## src/design/mkd_pkg.sv

```systemverilog
// ----------------------------------------------------------------------------
// mkd_pkg: shared definitions for the Morse keying decoder
// Field widths, default sizes, symbol codes and queue command codes.
// ----------------------------------------------------------------------------
package mkd_pkg;

  // default sizes for the top level parameters
  localparam int MAX_MARKS_DEF   = 8;
  localparam int LENGTH_BITS_DEF = 16;

  // fixed field widths
  localparam int TIME_W   = 32;
  localparam int CODE_W   = 32;
  localparam int TOTAL_W  = 4;
  localparam int WEIGHT_W = 4;
  localparam int SYM_W    = 4;

  localparam logic [WEIGHT_W-1:0] WEIGHT_RESET = 4'd4;

  // command queue depth between front and back
  localparam int QUEUE_DEPTH = 4;

  // one symbol of the packed letter code
  typedef logic [SYM_W-1:0] sym_t;

  localparam sym_t SYM_DIT = 4'd1;
  localparam sym_t SYM_DAH = 4'd2;

  // command kinds carried by the queue
  localparam logic CMD_MARK = 1'b0;
  localparam logic CMD_END  = 1'b1;

endpackage

```

## src/design/mkd_queue.sv

```systemverilog
// ----------------------------------------------------------------------------
// mkd_queue: command queue between front and back
// Small first-in first-out buffer; the head entry is shown while not empty.
// ----------------------------------------------------------------------------
module mkd_queue #(
  parameter int DATA_W = 18,
  parameter int DEPTH  = mkd_pkg::QUEUE_DEPTH
) (
  input  logic              clk,
  input  logic              rst_n,
  input  logic              push,
  input  logic [DATA_W-1:0] push_data,
  output logic              full,
  input  logic              pop,
  output logic              head_valid,
  output logic [DATA_W-1:0] head_data
);
  import mkd_pkg::*;

  localparam int AW = (DEPTH > 1) ? $clog2(DEPTH) : 1;

  logic [DATA_W-1:0] slot_r [DEPTH];
  logic [AW:0]       wr_ptr_r, wr_ptr_nxt;
  logic [AW:0]       rd_ptr_r, rd_ptr_nxt;
  logic [AW:0]       fill;

  assign fill       = wr_ptr_r - rd_ptr_r;
  assign full       = (fill == (AW + 1)'(DEPTH));
  assign head_valid = (fill != '0);
  assign head_data  = slot_r[rd_ptr_r[AW-1:0]];

  // pointer update
  always_comb begin
    wr_ptr_nxt = wr_ptr_r;
    rd_ptr_nxt = rd_ptr_r;
    if (push && !full) begin
      wr_ptr_nxt = (wr_ptr_r[AW-1:0] == AW'(DEPTH - 1)) ?
                   {~wr_ptr_r[AW], {AW{1'b0}}} : wr_ptr_r + 1'b1;
    end
    if (pop && head_valid) begin
      rd_ptr_nxt = (rd_ptr_r[AW-1:0] == AW'(DEPTH - 1)) ?
                   {~rd_ptr_r[AW], {AW{1'b0}}} : rd_ptr_r + 1'b1;
    end
  end

  always_ff @(posedge clk) begin
    if (!rst_n) begin
      wr_ptr_r <= '0;
      rd_ptr_r <= '0;
    end else begin
      wr_ptr_r <= wr_ptr_nxt;
      rd_ptr_r <= rd_ptr_nxt;
    end
  end

  // storage
  always_ff @(posedge clk) begin
    if (push && !full) begin
      slot_r[wr_ptr_r[AW-1:0]] <= push_data;
    end
  end

endmodule

```

## src/design/mkd_front.sv

```systemverilog
// ----------------------------------------------------------------------------
// mkd_front: edge timing front end
// Accepts key edge beats, measures marks and gaps, and queues mark and
// letter-end commands for the back end.
// ----------------------------------------------------------------------------
module mkd_front #(
  parameter int MAX_MARKS   = mkd_pkg::MAX_MARKS_DEF,
  parameter int LENGTH_BITS = mkd_pkg::LENGTH_BITS_DEF
) (
  input  logic                          clk,
  input  logic                          rst_n,
  input  logic                          in_valid,
  output logic                          in_stall,
  input  logic [mkd_pkg::TIME_W-1:0]    in_edge_time,
  input  logic                          cfg_valid,
  output logic                          cfg_ready,
  input  logic [mkd_pkg::WEIGHT_W-1:0]  cfg_data,
  output logic                          push,
  output logic [LENGTH_BITS+1:0]        push_data,
  input  logic                          full
);
  import mkd_pkg::*;

  localparam int CW    = $clog2(MAX_MARKS + 1);
  localparam int LIM_W = LENGTH_BITS + WEIGHT_W;
  localparam int CMP_W = TIME_W + LIM_W;
  localparam logic [TIME_W:0] LEN_MAX_W =
    ({{TIME_W{1'b0}}, 1'b1} << LENGTH_BITS) - 1'b1;

  logic                   expect_release_r, expect_release_nxt;
  logic [TIME_W-1:0]      prev_edge_r, prev_edge_nxt;
  logic [LENGTH_BITS-1:0] shortest_r, shortest_nxt;
  logic [CW-1:0]          held_r, held_nxt;
  logic [LENGTH_BITS-1:0] first_gap_r, first_gap_nxt;
  logic [1:0]             edges_r, edges_nxt;
  logic [WEIGHT_W-1:0]    weight_r;

  logic                   accept;
  logic [TIME_W-1:0]      delta;
  logic [LENGTH_BITS-1:0] sat_len;
  logic [LIM_W-1:0]       limit;
  logic                   gap_end;

  assign cfg_ready = 1'b1;
  assign in_stall  = full;
  assign accept    = in_valid && !full;

  // time since the previous edge, saturated to a mark length
  assign delta   = in_edge_time - prev_edge_r;
  assign sat_len = ({1'b0, delta} > LEN_MAX_W) ? {LENGTH_BITS{1'b1}}
                                                : delta[LENGTH_BITS-1:0];

  // letter gap limit and compare on the full difference
  assign limit   = {{WEIGHT_W{1'b0}}, shortest_r} * {{LENGTH_BITS{1'b0}}, weight_r};
  assign gap_end = (held_r != '0) &&
                   ({{LIM_W{1'b0}}, delta} > {{TIME_W{1'b0}}, limit});

  // edge classification
  always_comb begin
    expect_release_nxt = expect_release_r;
    prev_edge_nxt      = prev_edge_r;
    shortest_nxt       = shortest_r;
    held_nxt           = held_r;
    first_gap_nxt      = first_gap_r;
    edges_nxt          = edges_r;
    push               = 1'b0;
    push_data          = '0;
    if (accept) begin
      if (expect_release_r) begin
        // release: a mark ends
        push      = 1'b1;
        push_data = {CMD_MARK, 1'b0, sat_len};
        if (sat_len < shortest_r) begin
          shortest_nxt = sat_len;
        end
        if (held_r < CW'(MAX_MARKS)) begin
          held_nxt = held_r + 1'b1;
        end
        expect_release_nxt = 1'b0;
      end else begin
        // press: a long gap closes the letter
        if (gap_end) begin
          push      = 1'b1;
          push_data = {CMD_END, (edges_r == 2'd3), first_gap_r};
          held_nxt  = '0;
        end
        if (edges_r == 2'd2) begin
          first_gap_nxt = sat_len;
        end
        expect_release_nxt = 1'b1;
      end
      if (edges_r != 2'd3) begin
        edges_nxt = edges_r + 1'b1;
      end
      prev_edge_nxt = in_edge_time;
    end
  end

  always_ff @(posedge clk) begin
    if (!rst_n) begin
      expect_release_r <= 1'b0;
      prev_edge_r      <= '0;
      shortest_r       <= {LENGTH_BITS{1'b1}};
      held_r           <= '0;
      first_gap_r      <= '0;
      edges_r          <= '0;
    end else begin
      expect_release_r <= expect_release_nxt;
      prev_edge_r      <= prev_edge_nxt;
      shortest_r       <= shortest_nxt;
      held_r           <= held_nxt;
      first_gap_r      <= first_gap_nxt;
      edges_r          <= edges_nxt;
    end
  end

  // configuration register
  always_ff @(posedge clk) begin
    if (!rst_n) begin
      weight_r <= WEIGHT_RESET;
    end else if (cfg_valid && cfg_ready) begin
      weight_r <= cfg_data;
    end
  end

endmodule

```

## src/design/mkd_back.sv

```systemverilog
// ----------------------------------------------------------------------------
// mkd_back: letter builder back end
// Buffers marks, and on a letter end walks the buffer twice: once for the
// min and max, once to pack dit/dah symbols. Holds the result until taken.
// ----------------------------------------------------------------------------
module mkd_back #(
  parameter int MAX_MARKS   = mkd_pkg::MAX_MARKS_DEF,
  parameter int LENGTH_BITS = mkd_pkg::LENGTH_BITS_DEF
) (
  input  logic                         clk,
  input  logic                         rst_n,
  input  logic                         q_valid,
  input  logic [LENGTH_BITS+1:0]       q_data,
  output logic                         q_pop,
  output logic                         out_valid,
  input  logic                         out_stall,
  output logic [mkd_pkg::CODE_W-1:0]   out_letter_code,
  output logic [mkd_pkg::TOTAL_W-1:0]  out_mark_total,
  output logic                         out_too_long
);
  import mkd_pkg::*;

  localparam int CW = $clog2(MAX_MARKS + 1);
  localparam int IW = (MAX_MARKS > 1) ? $clog2(MAX_MARKS) : 1;
  localparam int LB = LENGTH_BITS;

  localparam logic [2:0] ST_IDLE = 3'd0;
  localparam logic [2:0] ST_SCAN = 3'd1;
  localparam logic [2:0] ST_THR  = 3'd2;
  localparam logic [2:0] ST_PACK = 3'd3;
  localparam logic [2:0] ST_OUT  = 3'd4;

  localparam logic [1:0] MODE_MID = 2'd0;
  localparam logic [1:0] MODE_DIT = 2'd1;
  localparam logic [1:0] MODE_DAH = 2'd2;

  logic [2:0]        state_r, state_nxt;
  logic [CW-1:0]     held_r, held_nxt;
  logic              ovf_r, ovf_nxt;
  logic [CW-1:0]     idx_r, idx_nxt;
  logic              rd_vld_r, rd_vld_nxt;
  logic [LB-1:0]     rd_r;
  logic [LB-1:0]     lo_r, lo_nxt;
  logic [LB-1:0]     hi_r, hi_nxt;
  logic [LB-1:0]     thr_r, thr_nxt;
  logic [1:0]        mode_r, mode_nxt;
  logic [LB-1:0]     kd_r, kd_nxt;
  logic              kd_vld_r, kd_vld_nxt;
  logic [LB-1:0]     fg_r, fg_nxt;
  logic              fgk_r, fgk_nxt;
  logic [CODE_W-1:0] code_r, code_nxt;
  logic [LB-1:0]     store_r [MAX_MARKS];

  logic              mark_wr;
  logic              rd_en;
  sym_t              sym;
  logic [CW+TOTAL_W-1:0] held_ext;

  assign q_pop = (state_r == ST_IDLE) && q_valid;
  assign rd_en = ((state_r == ST_SCAN) || (state_r == ST_PACK)) && (idx_r < held_r);

  // symbol of the mark read last cycle
  always_comb begin
    case (mode_r)
      MODE_MID: sym = (rd_r > thr_r) ? SYM_DAH : SYM_DIT;
      MODE_DIT: sym = SYM_DIT;
      default:  sym = SYM_DAH;
    endcase
  end

  // letter sequencer
  always_comb begin
    state_nxt  = state_r;
    held_nxt   = held_r;
    ovf_nxt    = ovf_r;
    idx_nxt    = idx_r;
    rd_vld_nxt = 1'b0;
    lo_nxt     = lo_r;
    hi_nxt     = hi_r;
    thr_nxt    = thr_r;
    mode_nxt   = mode_r;
    kd_nxt     = kd_r;
    kd_vld_nxt = kd_vld_r;
    fg_nxt     = fg_r;
    fgk_nxt    = fgk_r;
    code_nxt   = code_r;
    mark_wr    = 1'b0;
    if (rd_en) begin
      idx_nxt    = idx_r + 1'b1;
      rd_vld_nxt = 1'b1;
    end
    unique case (state_r)
      ST_IDLE: begin
        if (q_valid) begin
          if (q_data[LB+1] == CMD_MARK) begin
            if (held_r < CW'(MAX_MARKS)) begin
              mark_wr  = 1'b1;
              held_nxt = held_r + 1'b1;
            end else begin
              ovf_nxt = 1'b1;
            end
          end else begin
            fg_nxt    = q_data[LB-1:0];
            fgk_nxt   = q_data[LB];
            idx_nxt   = '0;
            lo_nxt    = {LB{1'b1}};
            hi_nxt    = '0;
            state_nxt = ST_SCAN;
          end
        end
      end
      ST_SCAN: begin
        if (rd_vld_r) begin
          if (rd_r < lo_r) lo_nxt = rd_r;
          if (rd_r > hi_r) hi_nxt = rd_r;
        end
        if (!rd_en && !rd_vld_r) begin
          state_nxt = ST_THR;
        end
      end
      ST_THR: begin
        if ({1'b0, hi_r} > {lo_r, 1'b0}) begin
          kd_nxt     = lo_r;
          kd_vld_nxt = 1'b1;
          mode_nxt   = MODE_MID;
          thr_nxt    = lo_r + ((hi_r - lo_r) >> 1);
        end else if (kd_vld_r) begin
          mode_nxt = ({1'b0, hi_r} < {kd_r, 1'b0}) ? MODE_DIT : MODE_DAH;
        end else if (fgk_r) begin
          mode_nxt = (hi_r < (fg_r >> 1)) ? MODE_DIT : MODE_DAH;
        end else begin
          mode_nxt = MODE_DAH;
        end
        idx_nxt   = '0;
        code_nxt  = '0;
        state_nxt = ST_PACK;
      end
      ST_PACK: begin
        if (rd_vld_r) begin
          code_nxt = {code_r[CODE_W-SYM_W-1:0], sym};
        end
        if (!rd_en && !rd_vld_r) begin
          state_nxt = ST_OUT;
        end
      end
      ST_OUT: begin
        if (!out_stall) begin
          held_nxt  = '0;
          ovf_nxt   = 1'b0;
          state_nxt = ST_IDLE;
        end
      end
      default: state_nxt = ST_IDLE;
    endcase
  end

  always_ff @(posedge clk) begin
    if (!rst_n) begin
      state_r  <= ST_IDLE;
      held_r   <= '0;
      ovf_r    <= 1'b0;
      idx_r    <= '0;
      rd_vld_r <= 1'b0;
      kd_r     <= '0;
      kd_vld_r <= 1'b0;
      fg_r     <= '0;
      fgk_r    <= 1'b0;
    end else begin
      state_r  <= state_nxt;
      held_r   <= held_nxt;
      ovf_r    <= ovf_nxt;
      idx_r    <= idx_nxt;
      rd_vld_r <= rd_vld_nxt;
      kd_r     <= kd_nxt;
      kd_vld_r <= kd_vld_nxt;
      fg_r     <= fg_nxt;
      fgk_r    <= fgk_nxt;
    end
  end

  // datapath registers
  always_ff @(posedge clk) begin
    lo_r   <= lo_nxt;
    hi_r   <= hi_nxt;
    thr_r  <= thr_nxt;
    mode_r <= mode_nxt;
    code_r <= code_nxt;
  end

  // mark buffer, registered read
  always_ff @(posedge clk) begin
    if (mark_wr) begin
      store_r[held_r[IW-1:0]] <= q_data[LB-1:0];
    end
    rd_r <= store_r[idx_r[IW-1:0]];
  end

  // result beat
  assign held_ext        = {{TOTAL_W{1'b0}}, held_r};
  assign out_valid       = (state_r == ST_OUT);
  assign out_letter_code = code_r;
  assign out_mark_total  = held_ext[TOTAL_W-1:0];
  assign out_too_long    = ovf_r;

endmodule

```

## src/design/morse_keying_decoder.sv

```systemverilog
// ----------------------------------------------------------------------------
// morse_keying_decoder: adaptive Morse keying timing decoder
// Turns key edge timestamps into nibble-packed dit/dah letter codes.
// ----------------------------------------------------------------------------
// Usage:
//   in_*  : one beat per key edge timestamp; presses and releases alternate,
//           starting with a press. Edges are taken one per cycle while the
//           four-entry command queue has room; in_stall rises when it is full.
//   out_* : one beat per finished letter, produced when a press follows a long
//           gap. The beat is held stable while out_stall is high, and the
//           front keeps taking edges into the queue meanwhile.
//   cfg_* : letter_gap_weight write, always ready; write only while idle.
// Back end: a release is stored in the mark buffer while the back end is idle.
//   A letter end walks the mark buffer twice through its single read port before
//   out_valid rises.
// Reset: synchronous, active low; clears the queue, the timing state and the
//   mark count, and sets the weight to 4.
// ----------------------------------------------------------------------------
module morse_keying_decoder #(
  parameter int MAX_MARKS   = mkd_pkg::MAX_MARKS_DEF,
  parameter int LENGTH_BITS = mkd_pkg::LENGTH_BITS_DEF
) (
  input  logic                          clk,
  input  logic                          rst_n,
  input  logic                          in_valid,
  output logic                          in_stall,
  input  logic [mkd_pkg::TIME_W-1:0]    in_edge_time,
  output logic                          out_valid,
  input  logic                          out_stall,
  output logic [mkd_pkg::CODE_W-1:0]    out_letter_code,
  output logic [mkd_pkg::TOTAL_W-1:0]   out_mark_total,
  output logic                          out_too_long,
  input  logic                          cfg_valid,
  output logic                          cfg_ready,
  input  logic [mkd_pkg::WEIGHT_W-1:0]  cfg_data
);
  import mkd_pkg::*;

  localparam int QW = LENGTH_BITS + 2;

  logic          push;
  logic [QW-1:0] push_data;
  logic          full;
  logic          pop;
  logic          head_valid;
  logic [QW-1:0] head_data;

  // edge front end
  mkd_front #(
    .MAX_MARKS   (MAX_MARKS),
    .LENGTH_BITS (LENGTH_BITS)
  ) u_front (
    .clk          (clk),
    .rst_n        (rst_n),
    .in_valid     (in_valid),
    .in_stall     (in_stall),
    .in_edge_time (in_edge_time),
    .cfg_valid    (cfg_valid),
    .cfg_ready    (cfg_ready),
    .cfg_data     (cfg_data),
    .push         (push),
    .push_data    (push_data),
    .full         (full)
  );

  // command queue
  mkd_queue #(
    .DATA_W (QW),
    .DEPTH  (QUEUE_DEPTH)
  ) u_queue (
    .clk        (clk),
    .rst_n      (rst_n),
    .push       (push),
    .push_data  (push_data),
    .full       (full),
    .pop        (pop),
    .head_valid (head_valid),
    .head_data  (head_data)
  );

  // letter back end
  mkd_back #(
    .MAX_MARKS   (MAX_MARKS),
    .LENGTH_BITS (LENGTH_BITS)
  ) u_back (
    .clk             (clk),
    .rst_n           (rst_n),
    .q_valid         (head_valid),
    .q_data          (head_data),
    .q_pop           (pop),
    .out_valid       (out_valid),
    .out_stall       (out_stall),
    .out_letter_code (out_letter_code),
    .out_mark_total  (out_mark_total),
    .out_too_long    (out_too_long)
  );

endmodule
```

## config.mk

```make
export PLATFORM = sky130hd
export DESIGN_NAME = morse_keying_decoder
export DESIGN_NICKNAME = d
export VERILOG_FILES = /design/src/design/mkd_pkg.sv /design/src/design/mkd_queue.sv /design/src/design/mkd_front.sv /design/src/design/mkd_back.sv /design/src/design/morse_keying_decoder.sv
export SDC_FILE = /design/constraint.sdc
export NUM_CORES = 1
export LEC_CHECK = 0
export BUFFER_PORTS_ARGS = -buffer_cell sky130_fd_sc_hd__buf_2
export CAP_MARGIN = 20
export CORE_MARGIN = 10
export CORE_UTILIZATION = 55
export CTS_CLUSTER_SIZE = 30
export DETAILED_ROUTE_END_ITERATION = 8
export GPL_TIMING_DRIVEN = 0
export HOLD_SLACK_MARGIN = 0.08
export PLACE_DENSITY = 0.72
export SYNTH_ARGS = -nofsm -noshare
export SYNTH_HDL_FRONTEND = slang
export SYNTH_HIERARCHICAL = 1
export SYNTH_SLANG_ARGS = --single-unit
```

## constraint.sdc

```tcl
create_clock -name clk -period 7.5 [get_ports clk]
set_clock_uncertainty 0.15 [all_clocks]
set_input_delay 0.75 -clock clk [delete_from_list [all_inputs] [get_ports clk]]
set_output_delay 0.75 -clock clk [all_outputs]
set_load 0.005 [all_outputs]
```

# --- Word level (Yosys, flattened, before mapping) ---
# Memories as Yosys holds them, arrays and structs flattened. A register that Yosys moved wholly into a read port is not among the register bits.
# Cells that the tools add are included.
totals:
  mem_count: 2
  latch_bits: 0
  in_bits: 41
  romBits: 0
  output_inout_bits: 40
  ramBits: 200
  register_bits: 210
memory_table:
  columns: ["memory", "depth", "word_bits", "read_ports", "rd_ports_with_merged_regs", "wr", "line", "source"]
  rows:
  - ["u_back.store_r", 8, 16, 1, 1, 1, "mkd_back.sv:52", "logic [LB-1:0] store_r [MAX_MARKS];"]
  - ["u_queue.slot_r", 4, 18, 1, 1, 1, "mkd_queue.sv:22", "logic [DATA_W-1:0] slot_r [DEPTH];"]
classes:
  div: 0
  multipliers: 1
  n_mux: 62
  magnitude_cmp: 12
  n_reduce_logical: 31
  addsub: 10
  shift: 0
  eq_ne: 24
  bitwise_logic: 3
ops:
  columns: ["cell", "count"]
  rows:
  - ["$mux 16", 9]
  - ["$pmux 16 s2", 2]
  - ["$pmux 32 s2", 1]
  - ["$mux 18", 3]
  - ["$mux 4", 10]
  - ["$gt 16x16->1", 2]
  - ["$gt 32x16->1 const B", 1]
  - ["$gt 32x20->1", 1]
  - ["$lt 16x16->1", 2]
  - ["$mux 32", 1]
  - ["$sub 32x32->32", 1]
  - ["$reduce_and 5->1", 5]
  - ["$pmux 4 s2", 3]
  - ["$mux 3", 7]
  - ["$mul 16x4->20", 1]
  - ["$ne 2x2->1 const B", 10]
  - ["$gt 16x17->1", 1]
  - ["$lt 16x17->1", 1]
  - ["$mux 1", 17]
  - ["$add 16x15->16", 1]
  - ["$lt 16x15->1", 1]
  - ["$sub 16x16->16", 1]
  - ["$pmux 3 s5", 1]
  - ["$mux 2", 7]
  - ["24 further kinds", 54]

# --- Longest topological paths before layout ---
logic_depth:
  word_depth: 9
  mapped_depth: 29
  depth_no_buf: 28

# --- By module ---
# Netlist, hierarchy kept.
modules_own_cells:
  columns: ["mod", "cells_each", "area_each_um2", "instances"]
  rows:
  - ["mkd_back", 1047, 13085.0, 1]
  - ["mkd_front", 1045, 8100.3, 1]
  - ["mkd_queue", 149, 3095.5, 1]

# --- Least setup slack after synthesis ---
# OpenSTA, ideal clock, no wires.
synth_timing:
  kind: "register to register"
  start: "reg u_front.weight_r[3]"
  end: "mem u_queue.slot_r[0][0], enable pin"
  setup_ns: 0.376
  path_stages_with_launch: 27
  required_ns: 6.974
  path_slack_ns: 1.299
  arrival_time_ns: 5.675
  path_cell_list: "dfxtp_1 clkbuf_1 nand2_1 fa_1 inv_1 fa_1 ha_1 a21o_1 a21oi_1 o21ai_0 a21oi_1 o21ai_0 a41oi_1 a211oi_1 o31ai_1 nand2b_1 a21oi_1 xor2_1 ha_1 and4_1 nand3_1 o21ai_0 o21bai_4 a21oi_1 nor2_1 o21a_2 and2_1"
synth_between:
  elab_chain_len: 9
synth_rtl:
  columns: ["item", "line", "source"]
  rows:
  - ["start, declared", "mkd_front.sv:36", "logic [WEIGHT_W-1:0] weight_r;"]
  - ["start signal, assigned", "mkd_front.sv:122", "weight_r <= cfg_data;"]
  - ["$mul 16x4->20", "mkd_front.sv:54", "assign limit = {{WEIGHT_W{1'b0}}, shortest_r} * {{LENGTH_BITS{1'b0}}, weight_r};"]
  - ["$gt 32x20->1", "mkd_front.sv:56", "({{LIM_W{1'b0}}, delta} > {{TIME_W{1'b0}}, limit});"]
  - ["$logic_and 1x1->1", "mkd_front.sv:55", "assign gap_end = (held_r != '0) &&"]
  - ["$mux 1", "mkd_front.sv:82", "if (gap_end) begin"]
  - ["$mux 1", "mkd_front.sv:69", "if (expect_release_r) begin"]
  - ["$mux 1", "mkd_front.sv:68", "if (accept) begin"]
  - ["named net push", "morse_keying_decoder.sv:41", "logic push;"]
  - ["$logic_and 1x1->1", "mkd_queue.sv:58", "if (push && !full) begin"]
  - ["$mux 1", "mkd_queue.sv:58", null]
  - ["$mux 1 (implied by the code)", "mkd_queue.sv:59", "slot_r[wr_ptr_r[AW-1:0]] <= push_data;"]
  - ["end, declared", "mkd_queue.sv:22", null]
# The timed path passes the listed nets, and every way through them passes these cells.

# --- Final worst setup path ---
layout_timing:
  start: "reg u_front.weight_r[3]"
  end: "mem u_queue.slot_r[0][16], enable pin"
# Same word-level chain as after synthesis.

==> run_results.csv <==
group,metric,value,unit
yosys,synthesis.area,24280,um2
critical_path,critPathSlowestCell,"fa_1",
critical_path,path_class,"flop to flop",
floorplanning,std_cell_rows,76,
timing,rsz0062_at_grt,"no",
global_routing,antenna_found_initial,0,
timing,relSlewSlack,0.3277,
critical_path,r2r_end,"u_queue/slot_r[0][16]",
floorplanning,fp.coreArea,43360,um2
timing,worstMarginPinSlew,1.008,ns
critical_path,setup.worst_path.end_class,"flop",
floorplanning,dieArea,52950,um2
clock_tree,cts-root-buf,"clkbuf_16",
timing,slew_violations,0,
detailed_routing,ant_nets,0,
power,power.density,249.6,nW/um2
critical_path,worstRegToRegCells,26,
placement,dp_hpwl,45280,um
clock_tree,clkLatencyLatePin,0.60,ns
worst_hold_path,hold_class,"input port to flop",
critical_path,worst_ep_required_time,7.60,ns
layout,area_growth,11.23,%
global_routing,gr-total-overflow,0,
critical_path,rrSetupSlack,0.65,ns
clock_tree,cts_buffer_depth,3,
placement,gp_congestion,0.9084,
detailed_routing,wl,59910,um
layout,final_cell_mix,"266 x edfxtp_1, 258 x nand2_1, 225 x ha_1",
timing,min_period_over_period,0.9137,
layout,diodes,0,
floorplanning,die_x,230.1,um
critical_path,worstSetupStartpoint,"u_front/weight_r[3]",
floorplanning,die_h,230.1,um
timing,max_freq,0.1459,GHz
clock_tree,ctsHoldBuffers,0,
placement,io_buffers,62,
global_routing,grt_max_degree,26,
run,cap_violations,0,
yosys,yosys_most_used_dff,"edfxtp_1",
clock_tree,cts.sinks,411,
detailed_routing,wl_per_cell,20.03,um
layout,fin_nets,2667,
layout,final_common_cell,"edfxtp_1",
detailed_routing,dr.first_iter.drc_count,1399,
yosys,avgSynthCellArea,10.83,um2
floorplanning,pin_count,81,
global_routing,grt_pass1_wl,94520,um
power,p_leak,0.01088,uW
yosys,synth_edf_count,266,
critical_path,r2r-start,"u_front/weight_r[3]",
clock_tree,cts_tree,"done",
yosys,async_flop_share,0,
clock_tree,post_cts_buffers,0,
yosys,synth.yosys.seq_area_share,0.4485,
critical_path,slowest_delay,0.55,ns
detailed_routing,firstDrtPassIters,5,
yosys,yosysUniqueCellTypes,89,
clock_tree,clk_pin_slew,0.06,ns
timing,setup_viol,0,
power,irDropWorstVdd,0.1815,mV
clock_tree,cts_resized,3,
timing,fin_crit,6.853,ns
critical_path,crit_end,"u_queue/slot_r[0][16]",
yosys,yosys_warnings,6,
critical_path,cpMostUsedCell,"a21oi_1",
clock_tree,cts_made_buffers,44,
clock_tree,htree_levels,2,
timing,finalHoldViolCount,0,
layout,drive_gt1_frac,0.1230,
yosys,ys_seq_elements,411,
layout,finish.utilization,0.6229,
critical_path,cp_max_fo,18,
yosys,synthCells,2241,
critical_path,crit_arrival,6.95,ns
run_status,status,"finished clean",
detailed_routing,routed_via_density,5.820,
power,p_total,6742,uW
detailed_routing,route.detailed.drc,0,
critical_path,worst_setup_path_start_kind,"flop",
detailed_routing,num_vias,17410,
global_routing,grt_pass1_vias,17250,
global_routing,grt_usage,0.2241,
floorplanning,start_util,0.5600,
[report_power, final]
group | internal, uW | switching [uW] | total [uW]
Clock | 1300 | 950 | 2250
Sequential | 2590 | 98.4 | 2690
Combinational | 709 | 1090 | 1800
[area by class of cell]
cell class | instances | area, um2
tap | 585 | 732.0
fill | 3507 | 16350
inverter | 223 | 837.1
sequential | 411 | 10890
buffer | 93 | 498.0
clock inverter | 25 | 274.0
multi-input combinational | 1529 | 12160
timing repair buffer | 68 | 374.1
clock buffer | 57 | 1242
[worst min path at each step]
stage | start | to | slack (ns) | depth (start not counted)
floorplan | u_back/kd_r[15] | u_back/kd_r[15] | 0.27 | 2
global placement | u_back/kd_r[15] | u_back/kd_r[15] | 0.28 | 2
detailed placement | u_front/first_gap_r[15] | u_front/first_gap_r[15] | 0.30 | 2
CTS | cfg_data[2] | u_front/weight_r[2] | 0.22 | 3
global route | cfg_data[2] | u_front/weight_r[2] | 0.23 | 3
finish | cfg_data[2] | u_front/weight_r[2] | 0.24 | 3
[cells in the mapped netlist (39+ instances only)]
cell type	n	share of area
and2_1	60	0.015
a21boi_0	55	0.017
nand2_1	258	0.040
mux4_2	50	0.046
ha_1	225	0.12
clkbuf_1	50	0.0077
edfxtp_1	266	0.33
nor2_1	80	0.012
a21o_1	64	0.020
a21oi_1	95	0.020
inv_1	223	0.034
mux2i_1	44	0.018
dfxtp_1	145	0.12
and3_1	42	0.011
nand4_1	43	0.011
o21ai_0	53	0.011
nand2b_1	39	0.010
[registers in the layout (all words and copies together), names as in the netlist, 2 cells and up, named ones only]
| register | cells |
|---|---|
| u_queue/wr_ptr_r | 3 |
| u_front/shortest_r | 16 |
| u_front/first_gap_r | 16 |
| u_back/out_letter_code | 16 |
| u_front/weight_r | 4 |
| u_queue/slot_r | 72 |
| u_back/rd_r | 16 |
| u_back/fg_r | 15 |
| u_back/kd_r | 16 |
| u_back/idx_r | 4 |
| u_front/edges_r | 2 |
| u_back/out_mark_total | 4 |
| u_queue/rd_ptr_r | 3 |
| u_back/thr_r | 16 |
| u_front/prev_edge_r | 32 |
| u_back/lo_r | 16 |
| u_back/hi_r | 16 |
| u_back/store_r | 128 |
| u_back/state_r | 3 |
| u_front/held_r | 4 |
| u_back/mode_r | 2 |
[stage by stage]
step	setup WS (ns)	std cells	hold slack, ns	cell area [um2]	setup TNS, ns
after floorplan	1.299	2256	0.2655	24340	0
after CTS	0.1212	2991	0.2198	26990	0
final	0.6473	2991	0.2407	27010	0
after detailed placement	-0.06080	2909	0.3014	25470	-2.727
after global routing	0.09613	2991	0.2334	27010	0
after global placement	0.05219	2903	0.2819	25380	0
[metal layers]
metal	part of all wire	GRT usage
met5	0	0
met4	0.030	0.07441
met3	0.043	0.03226
met2	0.52	0.4093
met1	0.40	0.2646
[critical path, delay by kind of cell (launching register included)]
kind | cells | cell delay [ns]
compound gates | 13 | 2.69
xor+xnor | 1 | 0.16
fa+ha+maj | 4 | 1.60
buf+inv | 2 | 0.35
flops | 1 | 0.47
simple gates | 6 | 1.08
[cell families (layout without fill, tap and decap cells)]
| kind of cell | after synthesis | in the layout | share of synthesized area |
|---|---|---|---|
| AOI/OAI and AO/OA | 442 | 442 | 0.1299 |
| xor gates and xnor gates | 64 | 64 | 0.02340 |
| adders and majority gates | 256 | 256 | 0.1415 |
| buffers and inverters | 316 | 466 | 0.05483 |
| DFF | 411 | 411 | 0.4485 |
| muxes | 111 | 111 | 0.07240 |
| other | 2 | 17 | 0.0003093 |
| and+or+nand+nor | 639 | 639 | 0.1292 |
Note: power is estimated with default switching activity, not from simulation.
